==> config.mk <==
export PLATFORM = sky130hd
export DESIGN_NAME = serial_packet_deframer_core
export DESIGN_NICKNAME = d
export VERILOG_FILES = /design/src/rtl/core/spd_pkg.sv /design/src/rtl/core/serial_packet_deframer_core.sv /design/src/rtl/core/spd_front.sv /design/src/rtl/core/spd_queue.sv /design/src/rtl/core/spd_back.sv
export SDC_FILE = /design/constraint.sdc
export NUM_CORES = 1
export LEC_CHECK = 0
export BUFFER_PORTS_ARGS = -buffer_cell sky130_fd_sc_hd__buf_2
export CAP_MARGIN = 20
export CORE_MARGIN = 4
export CORE_UTILIZATION = 43
export DETAILED_ROUTE_END_ITERATION = 6
export GPL_TIMING_DRIVEN = 0
export HOLD_SLACK_MARGIN = 0.12
export SLEW_MARGIN = 40
export SYNTH_ARGS = -nofsm -noshare
export SYNTH_HDL_FRONTEND = slang
export SYNTH_SLANG_ARGS = --single-unit
export TNS_END_PERCENT = 50
==> constraint.sdc <==
create_clock -name clk -period 5.45 [get_ports clk]
set_input_delay 0.2725 -clock clk [delete_from_list [all_inputs] [get_ports clk]]
set_output_delay 0.2725 -clock clk [all_outputs]
set_load 0.05 [all_outputs]
==> src/rtl/core/spd_pkg.sv <==
// Shared types and constants of the serial packet deframer.
package spd_pkg;

    localparam int DataW = 8;
    localparam int IndexW = 7;
    localparam int QueueDepth = 2;

    // Hard ceiling on the accepted payload length.
    localparam logic [DataW-1:0] PayloadMax = 8'd128;

    localparam logic [DataW-1:0] SyncFirstReset = 8'h93;
    localparam logic [DataW-1:0] SyncSecondReset = 8'hE0;
    localparam logic [DataW-1:0] MaxPayloadReset = 8'd128;

    // Configuration register indexes.
    localparam logic [1:0] CfgSyncFirst = 2'd0;
    localparam logic [1:0] CfgSyncSecond = 2'd1;
    localparam logic [1:0] CfgMaxPayload = 2'd2;

    // Result status codes.
    localparam logic [2:0] StDone = 3'd0;
    localparam logic [2:0] StBusy = 3'd1;
    localparam logic [2:0] StSync0 = 3'd2;
    localparam logic [2:0] StSync1 = 3'd3;
    localparam logic [2:0] StLong = 3'd4;
    localparam logic [2:0] StCheck = 3'd5;

    // Output stream packing.
    localparam int OutDataW = 40;
    localparam int OutUserW = 4;

    typedef enum logic [2:0] {
        F_SYNC0,
        F_SYNC1,
        F_IDENT,
        F_KIND,
        F_LEN,
        F_PAYLOAD,
        F_CHECK0,
        F_CHECK1
    } front_state_t;

    // What the front decided about one byte.
    typedef enum logic [3:0] {
        K_SYNC0_OK,
        K_SYNC0_BAD,
        K_SYNC1_OK,
        K_SYNC1_BAD,
        K_IDENT,
        K_KIND,
        K_LEN_OK,
        K_LEN_BAD,
        K_PAYLOAD,
        K_CHECK0,
        K_CHECK1
    } kind_t;

    typedef struct packed {
        kind_t              kind;
        logic [DataW-1:0]   data;
        logic [IndexW-1:0]  index;
    } item_t;

    typedef struct packed {
        logic full;
        logic empty;
    } qstat_t;

    typedef struct packed {
        logic [2:0]         status;
        logic               payload_valid;
        logic [DataW-1:0]   payload_byte;
        logic [IndexW-1:0]  payload_index;
        logic [DataW-1:0]   packet_ident;
        logic [DataW-1:0]   packet_kind;
        logic [DataW-1:0]   payload_length;
    } result_t;

endpackage

==> src/rtl/core/serial_packet_deframer_core.sv <==
// Top level of the serial packet deframer: config registers, front, queue, back.
//
//  channel  dir  handshake            payload
//  s_       in   s_tvalid/s_tready    s_tdata[7:0] rx_byte
//  m_       out  m_tvalid/m_tready    m_tdata packet fields, m_tuser status/flag
//  cfg_     in   cfg_we               cfg_index, cfg_data
//
// One byte a cycle sustained while the queue is not full; a result is presented once
// its byte has been accepted into the queue and the back has loaded it into the
// result register, and a stalled output can hold it in the queue.
// The queue (FIFO_DEPTH entries) lets the input run while the output stalls;
// s_tready drops only when the queue is full.
// Reset clears the parser, the sums and the captured header, and loads the
// sync bytes 0x93, 0xE0 and a length limit of 128.
module serial_packet_deframer_core #(
    parameter int FIFO_DEPTH = spd_pkg::QueueDepth
)
(
    input  logic                           clk,
    input  logic                           rst_n,
    input  logic                           s_tvalid,
    output logic                           s_tready,
    input  logic [spd_pkg::DataW-1:0]      s_tdata,   // rx_byte
    output logic                           m_tvalid,
    input  logic                           m_tready,
    // payload_byte, payload_index, packet_ident, packet_kind, payload_length, pad
    output logic [spd_pkg::OutDataW-1:0]   m_tdata,
    // status, payload_valid
    output logic [spd_pkg::OutUserW-1:0]   m_tuser,
    input  logic                           cfg_we,
    input  logic [1:0]                     cfg_index,
    input  logic [spd_pkg::DataW-1:0]      cfg_data
);

    logic [spd_pkg::DataW-1:0] sync_first_reg;
    logic [spd_pkg::DataW-1:0] sync_second_reg;
    logic [spd_pkg::DataW-1:0] max_payload_reg;
    logic                      accept;
    logic                      pop;
    spd_pkg::item_t            front_item;
    spd_pkg::item_t            queue_item;
    spd_pkg::qstat_t           qstat;
    spd_pkg::result_t          res;

    always_ff @(posedge clk or negedge rst_n)
    begin
        if (!rst_n)
        begin
            sync_first_reg  <= spd_pkg::SyncFirstReset;
            sync_second_reg <= spd_pkg::SyncSecondReset;
            max_payload_reg <= spd_pkg::MaxPayloadReset;
        end
        else if (cfg_we)
        begin
            case (cfg_index)
                spd_pkg::CfgSyncFirst:  sync_first_reg  <= cfg_data;
                spd_pkg::CfgSyncSecond: sync_second_reg <= cfg_data;
                spd_pkg::CfgMaxPayload: max_payload_reg <= cfg_data;
                default: ;
            endcase
        end
    end

    assign s_tready = !qstat.full;
    assign accept   = s_tvalid && s_tready;

    spd_front u_front (
        .clk         (clk),
        .rst_n       (rst_n),
        .accept      (accept),
        .rx_byte     (s_tdata),
        .sync_first  (sync_first_reg),
        .sync_second (sync_second_reg),
        .max_payload (max_payload_reg),
        .item        (front_item)
    );

    spd_queue #(
        .DEPTH (FIFO_DEPTH)
    ) u_queue (
        .clk       (clk),
        .rst_n     (rst_n),
        .push      (accept),
        .push_item (front_item),
        .pop       (pop),
        .pop_item  (queue_item),
        .stat      (qstat)
    );

    spd_back u_back (
        .clk       (clk),
        .rst_n     (rst_n),
        .qstat     (qstat),
        .item      (queue_item),
        .pop       (pop),
        .res_ready (m_tready),
        .res_valid (m_tvalid),
        .res       (res)
    );

    assign m_tdata = {1'b0, res.payload_length, res.packet_kind, res.packet_ident,
                      res.payload_index, res.payload_byte};
    assign m_tuser = {res.payload_valid, res.status};

endmodule

==> src/rtl/core/spd_front.sv <==
// Front end: tracks the frame position and classifies each received byte.
module spd_front
(
    input  logic                        clk,
    input  logic                        rst_n,
    input  logic                        accept,
    input  logic [spd_pkg::DataW-1:0]   rx_byte,
    input  logic [spd_pkg::DataW-1:0]   sync_first,
    input  logic [spd_pkg::DataW-1:0]   sync_second,
    input  logic [spd_pkg::DataW-1:0]   max_payload,
    output spd_pkg::item_t              item
);

    spd_pkg::front_state_t state_reg, state_next;
    logic [spd_pkg::IndexW-1:0] cnt_reg, cnt_next;
    logic [spd_pkg::DataW-1:0]  len_reg, len_next;
    logic [spd_pkg::DataW-1:0]  limit;
    logic [spd_pkg::DataW-1:0]  cnt_inc;

    assign limit = (max_payload > spd_pkg::PayloadMax) ? spd_pkg::PayloadMax : max_payload;
    assign cnt_inc = {1'b0, cnt_reg} + 8'd1;

    always_ff @(posedge clk or negedge rst_n)
    begin
        if (!rst_n)
        begin
            state_reg <= spd_pkg::F_SYNC0;
            cnt_reg   <= '0;
            len_reg   <= '0;
        end
        else if (accept)
        begin
            state_reg <= state_next;
            cnt_reg   <= cnt_next;
            len_reg   <= len_next;
        end
    end

    always_comb
    begin
        state_next = state_reg;
        cnt_next   = cnt_reg;
        len_next   = len_reg;
        item.kind  = spd_pkg::K_SYNC0_BAD;
        item.data  = rx_byte;
        item.index = cnt_reg;
        unique case (state_reg)
            spd_pkg::F_SYNC0:
            begin
                if (rx_byte == sync_first)
                begin
                    item.kind  = spd_pkg::K_SYNC0_OK;
                    state_next = spd_pkg::F_SYNC1;
                end
                else
                begin
                    item.kind = spd_pkg::K_SYNC0_BAD;
                end
            end
            spd_pkg::F_SYNC1:
            begin
                if (rx_byte == sync_second)
                begin
                    item.kind  = spd_pkg::K_SYNC1_OK;
                    state_next = spd_pkg::F_IDENT;
                end
                else
                begin
                    item.kind  = spd_pkg::K_SYNC1_BAD;
                    state_next = spd_pkg::F_SYNC0;
                end
            end
            spd_pkg::F_IDENT:
            begin
                item.kind  = spd_pkg::K_IDENT;
                state_next = spd_pkg::F_KIND;
            end
            spd_pkg::F_KIND:
            begin
                item.kind  = spd_pkg::K_KIND;
                state_next = spd_pkg::F_LEN;
            end
            spd_pkg::F_LEN:
            begin
                if (rx_byte > limit)
                begin
                    item.kind  = spd_pkg::K_LEN_BAD;
                    state_next = spd_pkg::F_SYNC0;
                end
                else
                begin
                    item.kind  = spd_pkg::K_LEN_OK;
                    len_next   = rx_byte;
                    cnt_next   = '0;
                    // zero length goes straight to the check bytes
                    state_next = (rx_byte == '0) ? spd_pkg::F_CHECK0 : spd_pkg::F_PAYLOAD;
                end
            end
            spd_pkg::F_PAYLOAD:
            begin
                item.kind = spd_pkg::K_PAYLOAD;
                cnt_next  = cnt_inc[spd_pkg::IndexW-1:0];
                if (cnt_inc == len_reg)
                begin
                    state_next = spd_pkg::F_CHECK0;
                end
            end
            spd_pkg::F_CHECK0:
            begin
                item.kind  = spd_pkg::K_CHECK0;
                state_next = spd_pkg::F_CHECK1;
            end
            spd_pkg::F_CHECK1:
            begin
                item.kind  = spd_pkg::K_CHECK1;
                state_next = spd_pkg::F_SYNC0;
            end
            default:
            begin
                state_next = spd_pkg::F_SYNC0;
            end
        endcase
    end

endmodule

==> src/rtl/core/spd_queue.sv <==
// Short queue of classified bytes between front and back.
module spd_queue #(
    parameter int DEPTH = spd_pkg::QueueDepth
)
(
    input  logic            clk,
    input  logic            rst_n,
    input  logic            push,
    input  spd_pkg::item_t  push_item,
    input  logic            pop,
    output spd_pkg::item_t  pop_item,
    output spd_pkg::qstat_t stat
);

    localparam int AW = (DEPTH > 1) ? $clog2(DEPTH) : 1;

    spd_pkg::item_t  slot_reg [DEPTH];
    logic [AW-1:0]   wr_ptr_reg, wr_ptr_next;
    logic [AW-1:0]   rd_ptr_reg, rd_ptr_next;
    logic [AW:0]     count_reg, count_next;

    assign stat.full  = (count_reg == (AW+1)'(DEPTH));
    assign stat.empty = (count_reg == '0);
    assign pop_item   = slot_reg[rd_ptr_reg];

    always_comb
    begin
        wr_ptr_next = wr_ptr_reg;
        rd_ptr_next = rd_ptr_reg;
        count_next  = count_reg;
        if (push)
        begin
            wr_ptr_next = (wr_ptr_reg == AW'(DEPTH-1)) ? '0 : wr_ptr_reg + 1'b1;
        end
        if (pop)
        begin
            rd_ptr_next = (rd_ptr_reg == AW'(DEPTH-1)) ? '0 : rd_ptr_reg + 1'b1;
        end
        if (push && !pop)
        begin
            count_next = count_reg + 1'b1;
        end
        else if (pop && !push)
        begin
            count_next = count_reg - 1'b1;
        end
    end

    always_ff @(posedge clk or negedge rst_n)
    begin
        if (!rst_n)
        begin
            wr_ptr_reg <= '0;
            rd_ptr_reg <= '0;
            count_reg  <= '0;
        end
        else
        begin
            wr_ptr_reg <= wr_ptr_next;
            rd_ptr_reg <= rd_ptr_next;
            count_reg  <= count_next;
        end
    end

    always_ff @(posedge clk)
    begin
        if (push)
        begin
            slot_reg[wr_ptr_reg] <= push_item;
        end
    end

endmodule

==> src/rtl/core/spd_back.sv <==
// Back end: running check sums, captured header and the result register.
module spd_back
(
    input  logic            clk,
    input  logic            rst_n,
    input  spd_pkg::qstat_t qstat,
    input  spd_pkg::item_t  item,
    output logic            pop,
    input  logic            res_ready,
    output logic            res_valid,
    output spd_pkg::result_t res
);

    logic [spd_pkg::DataW-1:0] sum_low_reg, sum_low_next;
    logic [spd_pkg::DataW-1:0] sum_high_reg, sum_high_next;
    logic [spd_pkg::DataW-1:0] ident_reg, ident_next;
    logic [spd_pkg::DataW-1:0] kind_reg, kind_next;
    logic [spd_pkg::DataW-1:0] len_reg, len_next;
    logic                      fco_reg, fco_next;
    logic                      valid_reg;
    spd_pkg::result_t          res_reg, res_next;
    logic [spd_pkg::DataW-1:0] low_add;
    logic [spd_pkg::DataW-1:0] high_add;

    // result register refills while its current request is being taken
    assign pop       = !qstat.empty && (!valid_reg || res_ready);
    assign res_valid = valid_reg;
    assign res       = res_reg;

    assign low_add  = sum_low_reg + item.data;
    assign high_add = sum_high_reg + low_add;

    always_comb
    begin
        sum_low_next  = sum_low_reg;
        sum_high_next = sum_high_reg;
        ident_next    = ident_reg;
        kind_next     = kind_reg;
        len_next      = len_reg;
        fco_next      = fco_reg;
        res_next.status        = spd_pkg::StBusy;
        res_next.payload_valid = 1'b0;
        res_next.payload_byte  = '0;
        res_next.payload_index = '0;
        unique case (item.kind) inside
            spd_pkg::K_SYNC0_OK, spd_pkg::K_SYNC1_OK:
            begin
                res_next.status = spd_pkg::StBusy;
            end
            spd_pkg::K_SYNC0_BAD:
            begin
                res_next.status = spd_pkg::StSync0;
            end
            spd_pkg::K_SYNC1_BAD:
            begin
                res_next.status = spd_pkg::StSync1;
            end
            spd_pkg::K_IDENT:
            begin
                ident_next    = item.data;
                sum_low_next  = item.data;
                sum_high_next = item.data;
            end
            spd_pkg::K_KIND:
            begin
                kind_next     = item.data;
                sum_low_next  = low_add;
                sum_high_next = high_add;
            end
            spd_pkg::K_LEN_OK:
            begin
                len_next = item.data;
            end
            spd_pkg::K_LEN_BAD:
            begin
                res_next.status = spd_pkg::StLong;
            end
            spd_pkg::K_PAYLOAD:
            begin
                res_next.payload_valid = 1'b1;
                res_next.payload_byte  = item.data;
                res_next.payload_index = item.index;
                sum_low_next  = low_add;
                sum_high_next = high_add;
            end
            spd_pkg::K_CHECK0:
            begin
                fco_next = (item.data == sum_low_reg);
            end
            spd_pkg::K_CHECK1:
            begin
                res_next.status = (fco_reg && item.data == sum_high_reg) ?
                                  spd_pkg::StDone : spd_pkg::StCheck;
            end
            default:
            begin
                res_next.status = spd_pkg::StBusy;
            end
        endcase
        res_next.packet_ident   = ident_next;
        res_next.packet_kind    = kind_next;
        res_next.payload_length = len_next;
    end

    always_ff @(posedge clk or negedge rst_n)
    begin
        if (!rst_n)
        begin
            sum_low_reg  <= '0;
            sum_high_reg <= '0;
            ident_reg    <= '0;
            kind_reg     <= '0;
            len_reg      <= '0;
            fco_reg      <= 1'b0;
            valid_reg    <= 1'b0;
        end
        else
        begin
            if (pop)
            begin
                sum_low_reg  <= sum_low_next;
                sum_high_reg <= sum_high_next;
                ident_reg    <= ident_next;
                kind_reg     <= kind_next;
                len_reg      <= len_next;
                fco_reg      <= fco_next;
                valid_reg    <= 1'b1;
            end
            else if (res_ready)
            begin
                valid_reg <= 1'b0;
            end
        end
    end

    always_ff @(posedge clk)
    begin
        if (pop)
        begin
            res_reg <= res_next;
        end
    end

endmodule

Word-level counts from Yosys, hierarchy flattened
Memories as Yosys holds them, arrays and structs flattened.
Index checks and enable logic that the tools add are counted.
W data, S select, Z words.
{ "op_classes": {"add_sub_neg": 7, "magnitude_cmp": 2, "eq_ne": 27, "mux": 29, "bitwise_logic": 1, "n_reduce_logical": 28} }
{ "ops": {"columns": ["cell", "n"], "rows": [
  ["$eq A8 B8 Y1", 5],
  ["$mux W8", 4],
  ["$pmux W4 S8", 1],
  ["$pmux W8 S2", 2],
  ["$pmux W3 S8", 1],
  ["$add A8 B8 Y8", 2],
  ["$eq A4 B3 Y1 const B", 4],
  ["$mux W16", 1],
  ["$pmux W7 S2", 1],
  ["$eq A3 B3 Y1 const B", 4],
  ["$eq A4 B4 Y1 const B", 3],
  ["$mux W3", 4],
  ["$pmux W3 S4", 1],
  ["$reduce_and A2 Y1", 5],
  ["$mux W1", 9],
  ["$reduce_and A3 Y1", 3],
  ["$add A7 B1 Y8 const B", 1],
  ["$gt A8 B8 Y1", 1],
  ["$gt A8 B8 Y1 const B", 1],
  ["$logic_not A8 Y1", 1],
  ["$mux W2", 4],
  ["$reduce_bool A2 Y1", 4],
  ["$mux W7", 1],
  ["$eq A3 B2 Y1 const B", 2],
  ["other kinds (17)", 29]
]} }
{ "totals": {"regBits": 131, "ram_bits": 38, "in_bits": 23, "out_inout_bits": 46, "wordCells": 118, "mem_count": 1} }
{ "memory_table": {"columns": ["memory", "depth", "word_bits", "rd", "rd_clocked_by_memory_dff", "write_ports", "line", "source"], "rows": [
  ["u_queue.slot_reg", 2, 19, 1, 0, 1, "spd_queue.sv:17", "spd_pkg::item_t slot_reg [DEPTH];"]
]} }

Depth between registers and ports, before layout
{ "logic_depth": {"word_depth": 7, "depth_mapped": 20, "depth_no_buf": 18} }

Hierarchy
A second synthesis with hierarchy kept.
{ "hier_totals": {"hier_cells": 650, "area_unflattened_um2": 8373.0} }
{ "by_module_without_submodules": {"columns": ["mod", "instances", "cells_each", "area_per_inst_um2", "seq_area_each_um2"], "rows": [
  ["spd_back", 1, 327, 4169.0, 2342.2],
  ["spd_queue", 1, 75, 1637.8, 1241.2],
  ["spd_front", 1, 193, 1622.8, 450.4],
  ["serial_packet_deframer_core", 1, 55, 943.4, 610.6]
]} }

Least setup slack after synthesis
OpenSTA, ideal clock, no wires.
{ "synth_timing": {"path_kind": "register to register", "startpoint": "register u_queue.rd_ptr_reg", "endpoint": "register u_back.sum_high_reg[7] (netlist bit)", "setup_ps": 126, "arrival_time_ps": 3495, "required_time_ps": 5324, "path_slack_ps": 1829, "path_stages_with_launch": 19, "path_buffers": 2, "synth_period_minus_slack_ps": 3621, "cell_sequence": "dfrtp_1 buf_6 buf_8 mux2i_2 inv_1 ha_1 inv_1 fa_1 nor2b_1 o21ai_0 a21boi_0 o21ai_0 nand2_1 xor2_1 ha_1 o41ai_1 xnor2_1 o21ai_0 a221o_1"} }
{ "synth_lines": {"columns": ["item", "line", "source"], "rows": [
  ["from (decl)", "spd_queue.sv:19", "logic [AW-1:0] rd_ptr_reg, rd_ptr_next;"],
  ["from (signal assigned)", "spd_queue.sv:60", "rd_ptr_reg <= rd_ptr_next;"],
  ["to (signal assigned)", "spd_back.sv:122", "sum_high_reg <= sum_high_next;"],
  ["to (decl)", "spd_back.sv:15", "logic [spd_pkg::DataW-1:0] sum_high_reg, sum_high_next;"]
]} }

==> run metrics <==
outcome complete, no violations; count of non-filler cells in the finished layout 1024; CTS max path bufs 2; largest net degree at the start of global routing 52; ranking of synthesized cells by area edfxtp_1, dfrtp_1, mux2_2; Resize count post-CTS 0; source-to-sink clock delay at the later pin of the worst-skew pair 0.43 ns; initial core utilization 0.444; sequential fraction of the synthesis area 0.572; total buffers and inverters traversed by the critical path 4; RSZ-0062 raised after global routing no; CTS tree built; number of global-route vias before repair 5559; share of the synthesized area in the top cell type 0.300; portion of total power attributed to sequential cells 0.337; clock skew 0.0149 ns; number of inserted diodes 0; CTS buffer count 17; boundary pin count 69; cells along the critical path buf_6, buf_8, mux2i_2, inv_1, ha_1, inv_1, fa_1, nor2b_1, o21ai_0, a21boi_0, o21ai_0, nand2_1, xor2_1, ha_1, o41ai_1, xnor2_1, o21ai_0, a221o_1; total power of the final layout 6.34 mW; worst slew pin tran 0.729 ns; Sw Pwr 2.63 mW; final routed wire length divided by cell count 16.8 um; post-layout minimum cycle time 4.73 ns; count of distinct cell types in the synthesized netlist 66; clock transition at the register clock pins on the worst setup and hold paths after CTS 0.06 ns; DIE AREA 21100 um2; routability-driven placement congestion ratio 0.893; Congestion Overflow GR 0; Synthesized Nets 733; critical path required time 5.75 ns; proportion of power drawn by the clock network 0.201; Worst slew margin 0.505; number of antenna-violating nets in the routed design 0; highest achievable clock rate 211 MHz; total instance count after detailed placement 982; number of pins with negative max-slew slack in the final report 0; area taken by multi-input logic gates 3280 um2; Synth Register Bits 169; post-route clock period utilization 0.868; Pre-antenna DRT Iters 4; gate count of the mapped netlist 684; Final TNS setup 0 ns; Die H 145 um; all-layer global routing usage 0.169; total routed wirelength 17200 um; Chip Width 145 um; cell family with most CP delay compound AO/OA/AOI/OAI gates; CTS H-Tree Depth 4; asr flop ratio synth 0.521; power density over the cells 664 nW/um2; count of input and output buffers 67; final count of negative-setup-slack endpoints 0; growth of design area from synthesis to finish 17.6%; max reg flops 43; Logic pwr share 0.463; routed via count divided by cell count 5.34; category of the critical setup timing path flip-flop to flip-flop; synth cell count leaders edfxtp_1, dfrtp_1, nand2_1; maximum VDD drop 0.277 mV; DRC violation count after routing 0; via count 5466; Post-synth EDFFs 81; cell chosen for the clock root clkbuf_16; data arrival time at the worst-slack endpoint 5.04 ns; Synth Cell Area 8110 um2; main flop type after synthesis edfxtp_1; count of final hold-check violations 0; kind of end point of the critical path flip-flop; post-route core utilization 0.522; launching element type of the critical path flip-flop; clock sink count 169; largest fanout of any net on the critical path 10; type of the tightest min-delay check primary input to flip-flop; area of the core region 18300 um2; Switching Fraction 0.415; Largest stage delay, worst path 0.65 ns; number of antenna violations at the first check in global routing 0; starting DRC count in detailed routing 422; number of standard-cell rows in the floorplan 49; max-cap violations 0; library cell appearing most often on the critical path o21ai_0; most frequently used cell type in the post-synthesis netlist edfxtp_1; post-layout net count 831; largest area contributor in the synthesized netlist edfxtp_1; mean instance size in the synthesized netlist 11.9 um2; cell-internal power 3.70 mW; cell with the largest stage delay on the worst path mux2i_2; Yosys Warn Count 0; wire length of the first global-routing pass 28700 um; number of fill cells in the layout 1587; Sequential Area 4640 um2; standby leakage power 3.97 nW; detailed placer's ending HPWL 12300 um; fraction of final layout cells sized beyond drive strength 1 0.228
[layout by cell type (no fill, tap or decap), drive strengths merged, types with 4 or more instances in the layout]
cell type / instances
nor2b: 5
o21ai: 65
xnor2: 30
dlygate4sd3: 10
mux2: 41
a21oi: 38
nand3b: 4
mux2i: 17
nor4: 10
clkinv: 5
dfrtp: 80
nand3: 13
nand4: 5
ha: 24
edfxtp: 81
inv: 24
a211oi: 4
nand2b: 6
a21o: 6
nand2: 78
clkbuf: 36
nor3: 9
dfstp: 8
buf: 79
xor2: 22
nor2: 50
[cell type report]
cell class              instances  share of cell area
multi-input cells             469               0.343
well taps                     229              0.0300
clock inverters                 9              0.0140
repair buffers                 79              0.0513
plain buffers                  23              0.0135
inverters                      23             0.00905
flip-flops and latches        169               0.487
clock buffers                  23              0.0523
[path summary, 6_finish.rpt]
check	start	end	slack [ns]	depth (start not counted)
max	u_queue.rd_ptr_reg$_DFFE_PN0P_	u_back.sum_high_reg[7]$_DFFE_PN0P_	0.72	18
min in group asynchronous	rst_n	u_front.len_reg[0]$_DFFE_PN0P_	0.31	2
min reg2reg	u_front.cnt_reg[3]$_DFFE_PN0P_	u_queue.slot_reg[1][3]$_DFFE_PP_	0.47	0
max reg2reg	u_queue.rd_ptr_reg$_DFFE_PN0P_	u_back.sum_high_reg[7]$_DFFE_PN0P_	0.72	18
min	s_tdata[6]	u_queue.slot_reg[0][13]$_DFFE_PP_	0.18	1
max in group asynchronous	rst_n	u_back.len_reg[7]$_DFFE_PN0P_	4.55	3
[logic make-up (layout without fill, tap and decap cells)]
group / Yosys count / in the layout / share of synthesized area
buffers and inverters: 46 / 157 / 0.0261
multiplexers: 58 / 58 / 0.0864
flip-flops: 169 / 169 / 0.572
adder cells (fa/ha/maj): 26 / 26 / 0.0419
XOR/XNOR: 52 / 52 / 0.0561
AND/OR/NAND/NOR: 194 / 194 / 0.114
AO/OA/AOI/OAI: 138 / 138 / 0.103
other: 1 / 1 / 0.000462
[stage by stage]
step	hold WS, ns	area (um2)	worst slack (ns)
after floorplan	-0.0231	8110	1.83
after global placement	0.458	8740	1.00
after detailed placement	0.201	8800	0.759
after CTS	0.146	9540	0.745
after global routing	0.173	9540	0.295
final	0.183	9540	0.719
[metal layers]
layer | share of wire | vias to the layer above | wire length [um] | GRT usage
met3 | 0.044 | 27 | 751 | 0.0417
met5 | 0 | - | 0 | 0
li1 | - | 2650 | - | -
met1 | 0.45 | 2650 | 7750 | 0.215
met4 | 0.016 | 0 | 278 | 0.0579
met2 | 0.49 | 139 | 8390 | 0.282
[power groups by stage]
stage | combinational (mW) | clock (mW) | sequential [mW]
3_5_place_dp | 2.92 | 0 | 2.16
2_1_floorplan | 1.73 | 0 | 2.66
6_report | 2.93 | 1.27 | 2.13
3_3_place_gp | 2.82 | 0 | 2.15
4_1_cts | 2.93 | 1.30 | 2.14
5_1_grt | 3.21 | 1.36 | 2.18
[what timing repair did]
action | 4_1_cts | 5_1_grt
endpoints found under the setup margin | 0 | 0
hold endpoints to repair | 113 | 0
buffers inserted | 0 | 0
hold buffers | 10 | 0
Power figures use the tool's default switching activity.
